==> config.mk <==
export PLATFORM = sky130hd
export DESIGN_NAME = thresholded_moving_average
export DESIGN_NICKNAME = d
export VERILOG_FILES = /design/src/design/tma_pkg.sv /design/src/design/tma_div.sv /design/src/design/thresholded_moving_average.sv
export SDC_FILE = /design/constraint.sdc
export NUM_CORES = 1
export LEC_CHECK = 0
export BUFFER_PORTS_ARGS = -buffer_cell sky130_fd_sc_hd__clkbuf_2
export CAP_MARGIN = 5
export CORE_MARGIN = 3
export CORE_UTILIZATION = 55
export CTS_CLUSTER_SIZE = 16
export DETAILED_ROUTE_END_ITERATION = 7
export GPL_TIMING_DRIVEN = 0
export PLACE_DENSITY_LB_ADDON = 0.12
export SYNTH_ARGS = -nofsm -noshare
export SYNTH_HDL_FRONTEND = slang
export SYNTH_SLANG_ARGS = --single-unit
==> constraint.sdc <==
create_clock -name clk -period 7.6 [get_ports clk]
set_input_delay 1.52 -clock clk [delete_from_list [all_inputs] [get_ports clk]]
set_output_delay 1.52 -clock clk [all_outputs]
set_load 0.03 [all_outputs]
==> src/design/tma_pkg.sv <==
// ----------------------------------------------------------------------------
// tma_pkg: shared definitions for the thresholded moving average
// Register indexes, fixed field widths, reset values and the divider status.
// ----------------------------------------------------------------------------
package tma_pkg;

  localparam int CFG_DATA_W = 12;
  localparam int CFG_IDX_W  = 1;
  localparam int WS_W       = 6;
  localparam int MIN_DIST_W = 12;
  localparam int MEAN_W     = 20;
  localparam int FRAC_W     = 8;

  localparam logic [CFG_IDX_W-1:0] CFG_WINDOW_SIZE  = 1'b0;
  localparam logic [CFG_IDX_W-1:0] CFG_MIN_DISTANCE = 1'b1;

  localparam logic [WS_W-1:0]       WS_RESET       = 6'd8;
  localparam logic [MIN_DIST_W-1:0] MIN_DIST_RESET = 12'd20;

  typedef struct packed {
    logic busy;
    logic done;
  } div_stat_t;

endpackage

==> src/design/tma_div.sv <==
// ----------------------------------------------------------------------------
// tma_div: bit-serial restoring divider
// Produces one quotient bit per cycle. The caller preloads the upper part of
// the dividend as the partial remainder, which must already be below the divisor.
// ----------------------------------------------------------------------------
module tma_div #(
  parameter int DVS_W = 6,
  parameter int QW    = 20
) (
  input  logic                 clk,
  input  logic                 rst_n,
  input  logic                 start,
  input  logic [DVS_W-1:0]     rem_init,
  input  logic [QW-1:0]        dividend_lo,
  input  logic [DVS_W-1:0]     divisor,
  output logic [QW-1:0]        quotient,
  output tma_pkg::div_stat_t   stat
);
  import tma_pkg::*;

  localparam int CNT_W = $clog2(QW);

  logic [DVS_W-1:0] rem_r, rem_nxt;
  logic [QW-1:0]    sh_r, sh_nxt;
  logic [CNT_W-1:0] cnt_r, cnt_nxt;
  logic             busy_r, busy_nxt;
  logic             done_r, done_nxt;
  logic [DVS_W:0]   trial;
  logic             fits;
  div_stat_t        stat_w;

  assign trial = {rem_r, sh_r[QW-1]};
  assign fits  = (trial >= {1'b0, divisor});

  always_comb begin
    rem_nxt  = rem_r;
    sh_nxt   = sh_r;
    cnt_nxt  = cnt_r;
    busy_nxt = busy_r;
    done_nxt = 1'b0;
    if (start) begin
      rem_nxt  = rem_init;
      sh_nxt   = dividend_lo;
      cnt_nxt  = '0;
      busy_nxt = 1'b1;
    end else if (busy_r) begin
      // Dividend bits leave at the top while quotient bits enter at the bottom.
      if (fits) begin
        rem_nxt = DVS_W'(trial - {1'b0, divisor});
      end else begin
        rem_nxt = trial[DVS_W-1:0];
      end
      sh_nxt  = {sh_r[QW-2:0], fits};
      cnt_nxt = cnt_r + 1'b1;
      if (cnt_r == CNT_W'(QW - 1)) begin
        busy_nxt = 1'b0;
        done_nxt = 1'b1;
      end
    end
  end

  always_ff @(posedge clk) begin
    if (!rst_n) begin
      busy_r <= 1'b0;
      done_r <= 1'b0;
      cnt_r  <= '0;
    end else begin
      busy_r <= busy_nxt;
      done_r <= done_nxt;
      cnt_r  <= cnt_nxt;
    end
  end

  always_ff @(posedge clk) begin
    rem_r <= rem_nxt;
    sh_r  <= sh_nxt;
  end

  assign stat_w.busy = busy_r;
  assign stat_w.done = done_r;
  assign stat       = stat_w;
  assign quotient   = sh_r;

  a_start_idle: assert property (@(posedge clk) disable iff (!rst_n)
    start |-> !busy_r)
    else $error("divider started while busy");

  a_done_after_busy: assert property (@(posedge clk) disable iff (!rst_n)
    done_r |-> $past(busy_r))
    else $error("divider done without a run");

  a_rem_bound: assert property (@(posedge clk) disable iff (!rst_n)
    (busy_r && !start) |-> (rem_r < divisor))
    else $error("partial remainder not below divisor");

endmodule

==> src/design/thresholded_moving_average.sv <==
// ----------------------------------------------------------------------------
// thresholded_moving_average: windowed mean of distance samples with abort
// An accepted sample passes the update state, the bit-serial divider and the done state
// before out_valid rises; a too-close sample goes from acceptance straight to the done state.
// A new sample is taken only after the last result has left the done state;
// in_ready is high only when idle, so a result stalled by out_ready holds it low.
// Synchronous reset empties the window and loads window_size 8, min_distance 20.
// ----------------------------------------------------------------------------
module thresholded_moving_average #(
  parameter int MAX_WINDOW  = 32,
  parameter int SAMPLE_BITS = 12
) (
  input  logic                              clk,
  input  logic                              rst_n,
  input  logic                              in_valid,
  output logic                              in_ready,
  input  logic [SAMPLE_BITS-1:0]            in_sample,
  output logic                              out_valid,
  input  logic                              out_ready,
  output logic [tma_pkg::MEAN_W-1:0]        out_mean_q8,
  output logic                              out_too_close,
  output logic                              out_window_full,
  input  logic                              cfg_we,
  input  logic [tma_pkg::CFG_IDX_W-1:0]     cfg_index,
  input  logic [tma_pkg::CFG_DATA_W-1:0]    cfg_data
);
  import tma_pkg::*;

  localparam int PTR_W  = $clog2(MAX_WINDOW);
  localparam int CNT_W  = $clog2(MAX_WINDOW + 1);
  localparam int SUM_W  = SAMPLE_BITS + PTR_W;
  localparam int QW     = SAMPLE_BITS + FRAC_W;
  localparam int WCMP_W = (CNT_W > WS_W) ? CNT_W : WS_W;
  localparam int CMP_W  = (SAMPLE_BITS > MIN_DIST_W) ? SAMPLE_BITS : MIN_DIST_W;

  localparam logic [2:0] ST_IDLE = 3'd0;
  localparam logic [2:0] ST_UPD  = 3'd1;
  localparam logic [2:0] ST_DIV  = 3'd2;
  localparam logic [2:0] ST_DONE = 3'd3;

  logic [2:0]            state_r, state_nxt;
  logic [WS_W-1:0]       ws_r, ws_nxt;
  logic [MIN_DIST_W-1:0] min_r, min_nxt;
  logic [PTR_W-1:0]      ptr_r, ptr_nxt;
  logic [CNT_W-1:0]      fill_r, fill_nxt;
  logic [SUM_W-1:0]      sum_r, sum_nxt;
  logic                  out_valid_r, out_valid_nxt;
  logic                  close_r, close_nxt;
  logic                  full_r, full_nxt;
  logic [MEAN_W-1:0]     mean_r, mean_nxt;
  logic                  out_close_r, out_close_nxt;
  logic                  out_full_r, out_full_nxt;
  logic [SAMPLE_BITS-1:0] sample_r;
  logic [SAMPLE_BITS-1:0] rd_data_r;

  logic [SAMPLE_BITS-1:0] ring [MAX_WINDOW];

  logic [WCMP_W-1:0] ws_ext;
  logic [CNT_W-1:0]  w_eff;
  logic [PTR_W-1:0]  slot;
  logic [CNT_W-1:0]  slot_inc;
  logic              in_fire;
  logic              too_close_in;
  logic              full_now;
  logic [SUM_W-1:0]  sum_upd;
  logic [CNT_W-1:0]  fill_upd;
  logic [PTR_W-1:0]  ptr_upd;
  logic              div_start;
  logic [QW-1:0]     quot;
  div_stat_t         div_stat;

  // Window size zero counts as one; sizes above the ring depth saturate.
  always_comb begin
    ws_ext = WCMP_W'(ws_r);
    if (ws_ext == '0) begin
      w_eff = CNT_W'(1);
    end else if (ws_ext > WCMP_W'(MAX_WINDOW)) begin
      w_eff = CNT_W'(MAX_WINDOW);
    end else begin
      w_eff = CNT_W'(ws_ext);
    end
  end

  assign slot     = (CNT_W'(ptr_r) >= w_eff) ? '0 : ptr_r;
  assign slot_inc = CNT_W'(slot) + 1'b1;
  assign ptr_upd  = (slot_inc >= w_eff) ? '0 : PTR_W'(slot_inc);

  assign in_ready     = (state_r == ST_IDLE);
  assign in_fire      = in_valid && in_ready;
  assign too_close_in = (CMP_W'(in_sample) < CMP_W'(min_r));

  assign full_now = (fill_r >= w_eff);
  assign sum_upd  = sum_r - (full_now ? SUM_W'(rd_data_r) : '0) + SUM_W'(sample_r);
  assign fill_upd = full_now ? fill_r : fill_r + 1'b1;

  always_comb begin
    state_nxt     = state_r;
    ws_nxt        = ws_r;
    min_nxt       = min_r;
    ptr_nxt       = ptr_r;
    fill_nxt      = fill_r;
    sum_nxt       = sum_r;
    out_valid_nxt = out_valid_r;
    close_nxt     = close_r;
    full_nxt      = full_r;
    mean_nxt      = mean_r;
    out_close_nxt = out_close_r;
    out_full_nxt  = out_full_r;
    div_start     = 1'b0;

    if (out_valid_r && out_ready) begin
      out_valid_nxt = 1'b0;
    end

    unique case (state_r)
      ST_IDLE: begin
        if (in_fire) begin
          if (too_close_in) begin
            ptr_nxt   = '0;
            fill_nxt  = '0;
            sum_nxt   = '0;
            close_nxt = 1'b1;
            full_nxt  = 1'b0;
            state_nxt = ST_DONE;
          end else begin
            close_nxt = 1'b0;
            state_nxt = ST_UPD;
          end
        end
      end
      ST_UPD: begin
        sum_nxt   = sum_upd;
        fill_nxt  = fill_upd;
        ptr_nxt   = ptr_upd;
        full_nxt  = (fill_upd == w_eff);
        div_start = 1'b1;
        state_nxt = ST_DIV;
      end
      ST_DIV: begin
        if (div_stat.done) begin
          state_nxt = ST_DONE;
        end
      end
      ST_DONE: begin
        // The result is loaded once the output register is empty or being read.
        if (!out_valid_r || out_ready) begin
          out_valid_nxt = 1'b1;
          mean_nxt      = close_r ? '0 : MEAN_W'(quot);
          out_close_nxt = close_r;
          out_full_nxt  = full_r;
          state_nxt     = ST_IDLE;
        end
      end
      default: begin
        state_nxt = ST_IDLE;
      end
    endcase

    if (cfg_we) begin
      unique case (cfg_index)
        CFG_WINDOW_SIZE: begin
          ws_nxt   = cfg_data[WS_W-1:0];
          ptr_nxt  = '0;
          fill_nxt = '0;
          sum_nxt  = '0;
        end
        CFG_MIN_DISTANCE: begin
          min_nxt = cfg_data[MIN_DIST_W-1:0];
        end
        default: begin
        end
      endcase
    end
  end

  always_ff @(posedge clk) begin
    if (!rst_n) begin
      state_r     <= ST_IDLE;
      ws_r        <= WS_RESET;
      min_r       <= MIN_DIST_RESET;
      ptr_r       <= '0;
      fill_r      <= '0;
      sum_r       <= '0;
      out_valid_r <= 1'b0;
      close_r     <= 1'b0;
      full_r      <= 1'b0;
    end else begin
      state_r     <= state_nxt;
      ws_r        <= ws_nxt;
      min_r       <= min_nxt;
      ptr_r       <= ptr_nxt;
      fill_r      <= fill_nxt;
      sum_r       <= sum_nxt;
      out_valid_r <= out_valid_nxt;
      close_r     <= close_nxt;
      full_r      <= full_nxt;
    end
  end

  always_ff @(posedge clk) begin
    mean_r      <= mean_nxt;
    out_close_r <= out_close_nxt;
    out_full_r  <= out_full_nxt;
    if (in_fire) begin
      sample_r <= in_sample;
    end
  end

  // Sample ring: the oldest entry is read at acceptance, the new one written
  // back to the same slot in the next cycle, from the update state.
  always_ff @(posedge clk) begin
    if (in_fire) begin
      rd_data_r <= ring[slot];
    end
  end

  always_ff @(posedge clk) begin
    if (state_r == ST_UPD) begin
      ring[slot] <= sample_r;
    end
  end

  // The sum stays below fill times 2^SAMPLE_BITS, so its upper bits already
  // form a partial remainder smaller than the divisor.
  tma_div #(
    .DVS_W (CNT_W),
    .QW    (QW)
  ) u_div (
    .clk         (clk),
    .rst_n       (rst_n),
    .start       (div_start),
    .rem_init    (CNT_W'(sum_upd[SUM_W-1:SAMPLE_BITS])),
    .dividend_lo ({sum_upd[SAMPLE_BITS-1:0], {FRAC_W{1'b0}}}),
    .divisor     (fill_r),
    .quotient    (quot),
    .stat        (div_stat)
  );

  assign out_valid       = out_valid_r;
  assign out_mean_q8     = mean_r;
  assign out_too_close   = out_close_r;
  assign out_window_full = out_full_r;

  a_empty_sum: assert property (@(posedge clk) disable iff (!rst_n)
    (fill_r == '0) |-> (sum_r == '0))
    else $error("empty window with nonzero sum");

  a_fill_bound: assert property (@(posedge clk) disable iff (!rst_n)
    fill_r <= CNT_W'(MAX_WINDOW))
    else $error("fill count beyond ring depth");

  a_div_running: assert property (@(posedge clk) disable iff (!rst_n)
    (state_r == ST_DIV) |-> (div_stat.busy || div_stat.done))
    else $error("waiting on an idle divider");

endmodule
==> flow_metrics.py <==
metrics = {
    "hold_path": {
        "hold_depth": 0,
        "holdPathEnd": "out_window_full$_DFFE_PP_",
        "hold_start": "full_r$_SDFFE_PN0P_",
        "hp-class": "reg2reg",
    },
    "placement": {
        "io_buffers": 53,
        "place_area_mm2": 0.0230,
        "place_congestion": 0.879,
        "hpwl_um": 38000,
    },
    "synthesis": {
        "yosysUniqueCellTypes": 69,
        "synth_area_mm2": 0.0218,
        "synthFlopType": "edfxtp_1",
        "synth.top_cell.area_share": 0.615,
        "synth_area_leaders": "edfxtp_1 61%, dfxtp_1 6.1%, nand2_1 3.6%",
        "synth_edf_count": 447,
        "ys_ff_latch": 514,
        "async_flop_share": 0,
        "ys_seq_area_frac": 0.676,
        "syn-instance-count": 1640,
        "syn_avg_cell_area_um2": 13.3,
        "synth_largest_area_cell": "edfxtp_1",
        "synth_nets": 1744,
        "yosys_warnings": 0,
    },
    "clocking": {
        "ctsRootBufferMaster": "clkbuf_16",
        "cts_tree": "done",
        "path_clk_slew_ps": 60,
        "postCtsHoldBufs": 0,
        "h-tree-depth": 2,
        "cts_setup_buffers": 0,
        "clock_latency_ps": 610,
        "cts_resized": 0,
        "cts_buffers": 52,
        "cts.sinks": 514,
        "cts_buffer_depth": 3,
    },
    "floorplanning": {
        "io_pins": 54,
        "core_area_mm2": 0.0389,
        "die_x_um": 205,
        "die-area_mm2": 0.0421,
        "die_h_um": 205,
        "start_util": 0.561,
        "fp-row-count": 72,
    },
    "setup_path": {
        "rr_worst_depth": 19,
        "path_cells": "inv_2 -> o21ai_0 -> inv_1 -> ha_1 -> nor2b_1 -> o21ai_0 -> a211o_1 -> clkbuf_1 -> and2_1 -> fa_1 -> inv_1 -> ha_1 -> or4_1 -> o21bai_1 -> a31oi_1 -> nor3_1 -> a2111oi_1 -> xor2_1 -> mux2i_1",
        "arrival_ps": 6050,
        "required_ps": 7920,
        "worst-r2r-setup-slack_ps": 1870,
        "r2r_end": "u_div.rem_r[4]$_DFFE_PP_",
        "cp_top_family": "compound AO/OA/AOI/OAI gates",
        "crit_path_start_kind": "flip-flop",
        "endpoint_kind": "flip-flop",
        "cp_slowest_stage_delay_ps": 770,
        "critical_path_class": "reg2reg",
        "crit_fanout": 10,
        "crit_path_top_delay_cell": "a2111oi_1",
        "worstPathBufferInverterCount": 4,
        "rr_startpoint": "ws_ext[5]$_SDFFE_PN0P_",
    },
    "detailed_routing": {
        "wl_met2_um": 26600,
        "first_pass_iters": 6,
        "ant_nets": 0,
        "initialDrtViolationCount": 1584,
        "wl_um": 56000,
        "met1_length_um": 22900,
        "viasPerCell": 6.04,
        "via_count": 14096,
        "route.met3.wl_um": 4260,
        "highest_layer": "met5",
        "drc_errors": 0,
        "wl_per_cell_um": 24.0,
    },
    "layout": {
        "final_cell_mix": "447 x edfxtp_1, 207 x nand2_1, 124 x nor2_1",
        "drive_gt1_frac": 0.0976,
        "antenna_cells": 0,
        "stdcell_area_mm2": 0.0248,
        "area_delta_synth_final_pct": 13.5,
        "layout_commonest_cell": "edfxtp_1",
        "fin_nets": 1876,
    },
    "sta": {
        "period_share": 0.754,
        "worst_slew_pin_slew_ps": 1340,
        "fin_crit_ps": 5730,
        "rsz0062_at_grt": "false",
        "hold_viol": 0,
        "fmax_ghz": 0.174,
        "slew-limit-headroom": 0.104,
        "setup_tns_ps": 0,
        "timing.final.max_slew_violations": 0,
        "finClkSkew_ps": 19.4,
        "setup_viol": 0,
    },
    "run_status": {
        "status": "finished, final reports clean",
    },
    "global_routing": {
        "grt_overflow_total": 0,
        "grt_pass1_vias": 13682,
        "grt_max_degree": 34,
        "grtUsageTotal": 0.267,
        "antenna_found_initial": 1,
        "grt_pass1_wl_um": 83600,
    },
    "power_and_ir_drop": {
        "irDropWorstVdd_mv": 0.206,
        "power_leakage_nw": 8.91,
        "finalPower_mw": 7.71,
        "powerDensity_mw_per_mm2": 311,
    },
    "run": {
        "drv_cap": 0,
    },
}
==> synthesized netlist by cell type (4+ instances only) <==
| library cell | n |
|---|---|
| edfxtp_1 | 447 |
| nand2_1 | 207 |
| nor2_1 | 125 |
| inv_1 | 81 |
| dfxtp_1 | 67 |
| clkbuf_1 | 66 |
| ha_1 | 61 |
| mux2i_1 | 52 |
| a31oi_1 | 49 |
| o221ai_1 | 46 |
| a21oi_1 | 32 |
| nor2b_1 | 32 |
| o21ai_0 | 25 |
| or4_1 | 25 |
| o22ai_1 | 23 |
| and2_1 | 22 |
| a211oi_1 | 21 |
| nand3_1 | 20 |
| xnor2_1 | 18 |
| and3_1 | 16 |
| a211o_1 | 15 |
| a2111oi_0 | 13 |
| a21boi_0 | 13 |
| fa_1 | 13 |
| a21o_1 | 12 |
| o41ai_1 | 12 |
| xor2_1 | 11 |
| a22oi_1 | 9 |
| or3_1 | 9 |
| buf_1 | 7 |
| buf_2 | 7 |
| mux4_2 | 6 |
| nand4_1 | 6 |
| nor3_1 | 6 |
| o211ai_1 | 6 |
| a22o_1 | 5 |
| nand2b_1 | 4 |
| o21a_1 | 4 |
| o31ai_1 | 4 |
==> power breakdown <==
group | internal [mW] | switching (mW) | total [mW]
combinational | 0.657 | 1.08 | 1.73
sequential | 3.40 | 0.157 | 3.55
clock | 1.35 | 1.07 | 2.42
total | 5.40 | 2.30 | 7.71
==> worst register-to-register path: stages (launching register included) <==
cell       delay [ps]
dfxtp_1           510
inv_2             170
o21ai_0           210
inv_1             170
ha_1              300
nor2b_1           110
o21ai_0           160
a211o_1           380
clkbuf_1          230
and2_1            220
fa_1              480
inv_1              50
ha_1              220
or4_1             560
o21bai_1          200
a31oi_1           340
nor3_1            110
a2111oi_1         770
xor2_1            200
mux2i_1            80
==> area by class of cell <==
class                   count  area, um2
clock inverters            27        198
inverters                  85        319
well taps                 518        648
plain buffers              82        328
flip-flops and latches    514      14800
fillers                  2899      14100
repair buffers             78        679
multi-input cells         959       6430
clock buffers              69       1420
==> worst max path at each step <==
stage          cells after the start  slack [ps]              startpoint                  endpoint
2_1_floorplan                     19        2840  ws_ext[4]$_SDFFE_PN0P_  u_div.rem_r[4]$_DFFE_PP_
3_3_place_gp                      15        1970  ws_ext[5]$_SDFFE_PN0P_     ring[21][8]$_DFFE_PP_
3_5_place_dp                      19        1910  ws_ext[5]$_SDFFE_PN0P_  u_div.rem_r[4]$_DFFE_PP_
4_1_cts                           19        1850  ws_ext[5]$_SDFFE_PN0P_  u_div.rem_r[4]$_DFFE_PP_
5_1_grt                           19        1440  ws_ext[4]$_SDFFE_PN0P_  u_div.rem_r[4]$_DFFE_PP_
6_report                          19        1870  ws_ext[5]$_SDFFE_PN0P_  u_div.rem_r[4]$_DFFE_PP_
==> metrics by stage <==
step                      hold slack, ps  worst slack [ps]  std cells  utilization
after floorplan                      400              2840       1640            -
after global placement               443              1970       2211        0.584
after detailed placement             442              1910       2222        0.590
after CTS                            460              1850       2318        0.631
after global routing                 484              1440       2332        0.637
final                                456              1870       2332        0.637
==> logic make-up after synthesis <==
family / Yosys count / share of synthesized area
muxes: 58 / 0.0300
AOI/OAI and AO/OA: 312 / 0.104
xor gates and xnor gates: 29 / 0.0116
buffers and inverters: 167 / 0.0296
and+or+nand+nor: 486 / 0.102
DFF: 514 / 0.676
adders and majority gates: 74 / 0.0469
==> state kept, by name, summed over array words and instances, names as in the netlist <==
signal	count
min_r	12
u_div.rem_r	6
out_too_close	1
fill_r	6
close_r	1
sum_r	17
out_window_full	1
out_mean_q8	20
u_div.done_r	1
ptr_r	5
rd_data_r	12
out_valid	1
u_div.busy_r	1
ring	384
ws_ext	6
full_r	1
sample_r	12
u_div.quotient	20
state_r	2
u_div.cnt_r	5
==> layer usage <==
metal	track usage	vias to the layer above
met4	0.111	2
met2	0.434	611
met3	0.0386	116
met1	0.365	6936
li1	-	6431
met5	0.00714	-
Power figures use the tool's default switching activity.
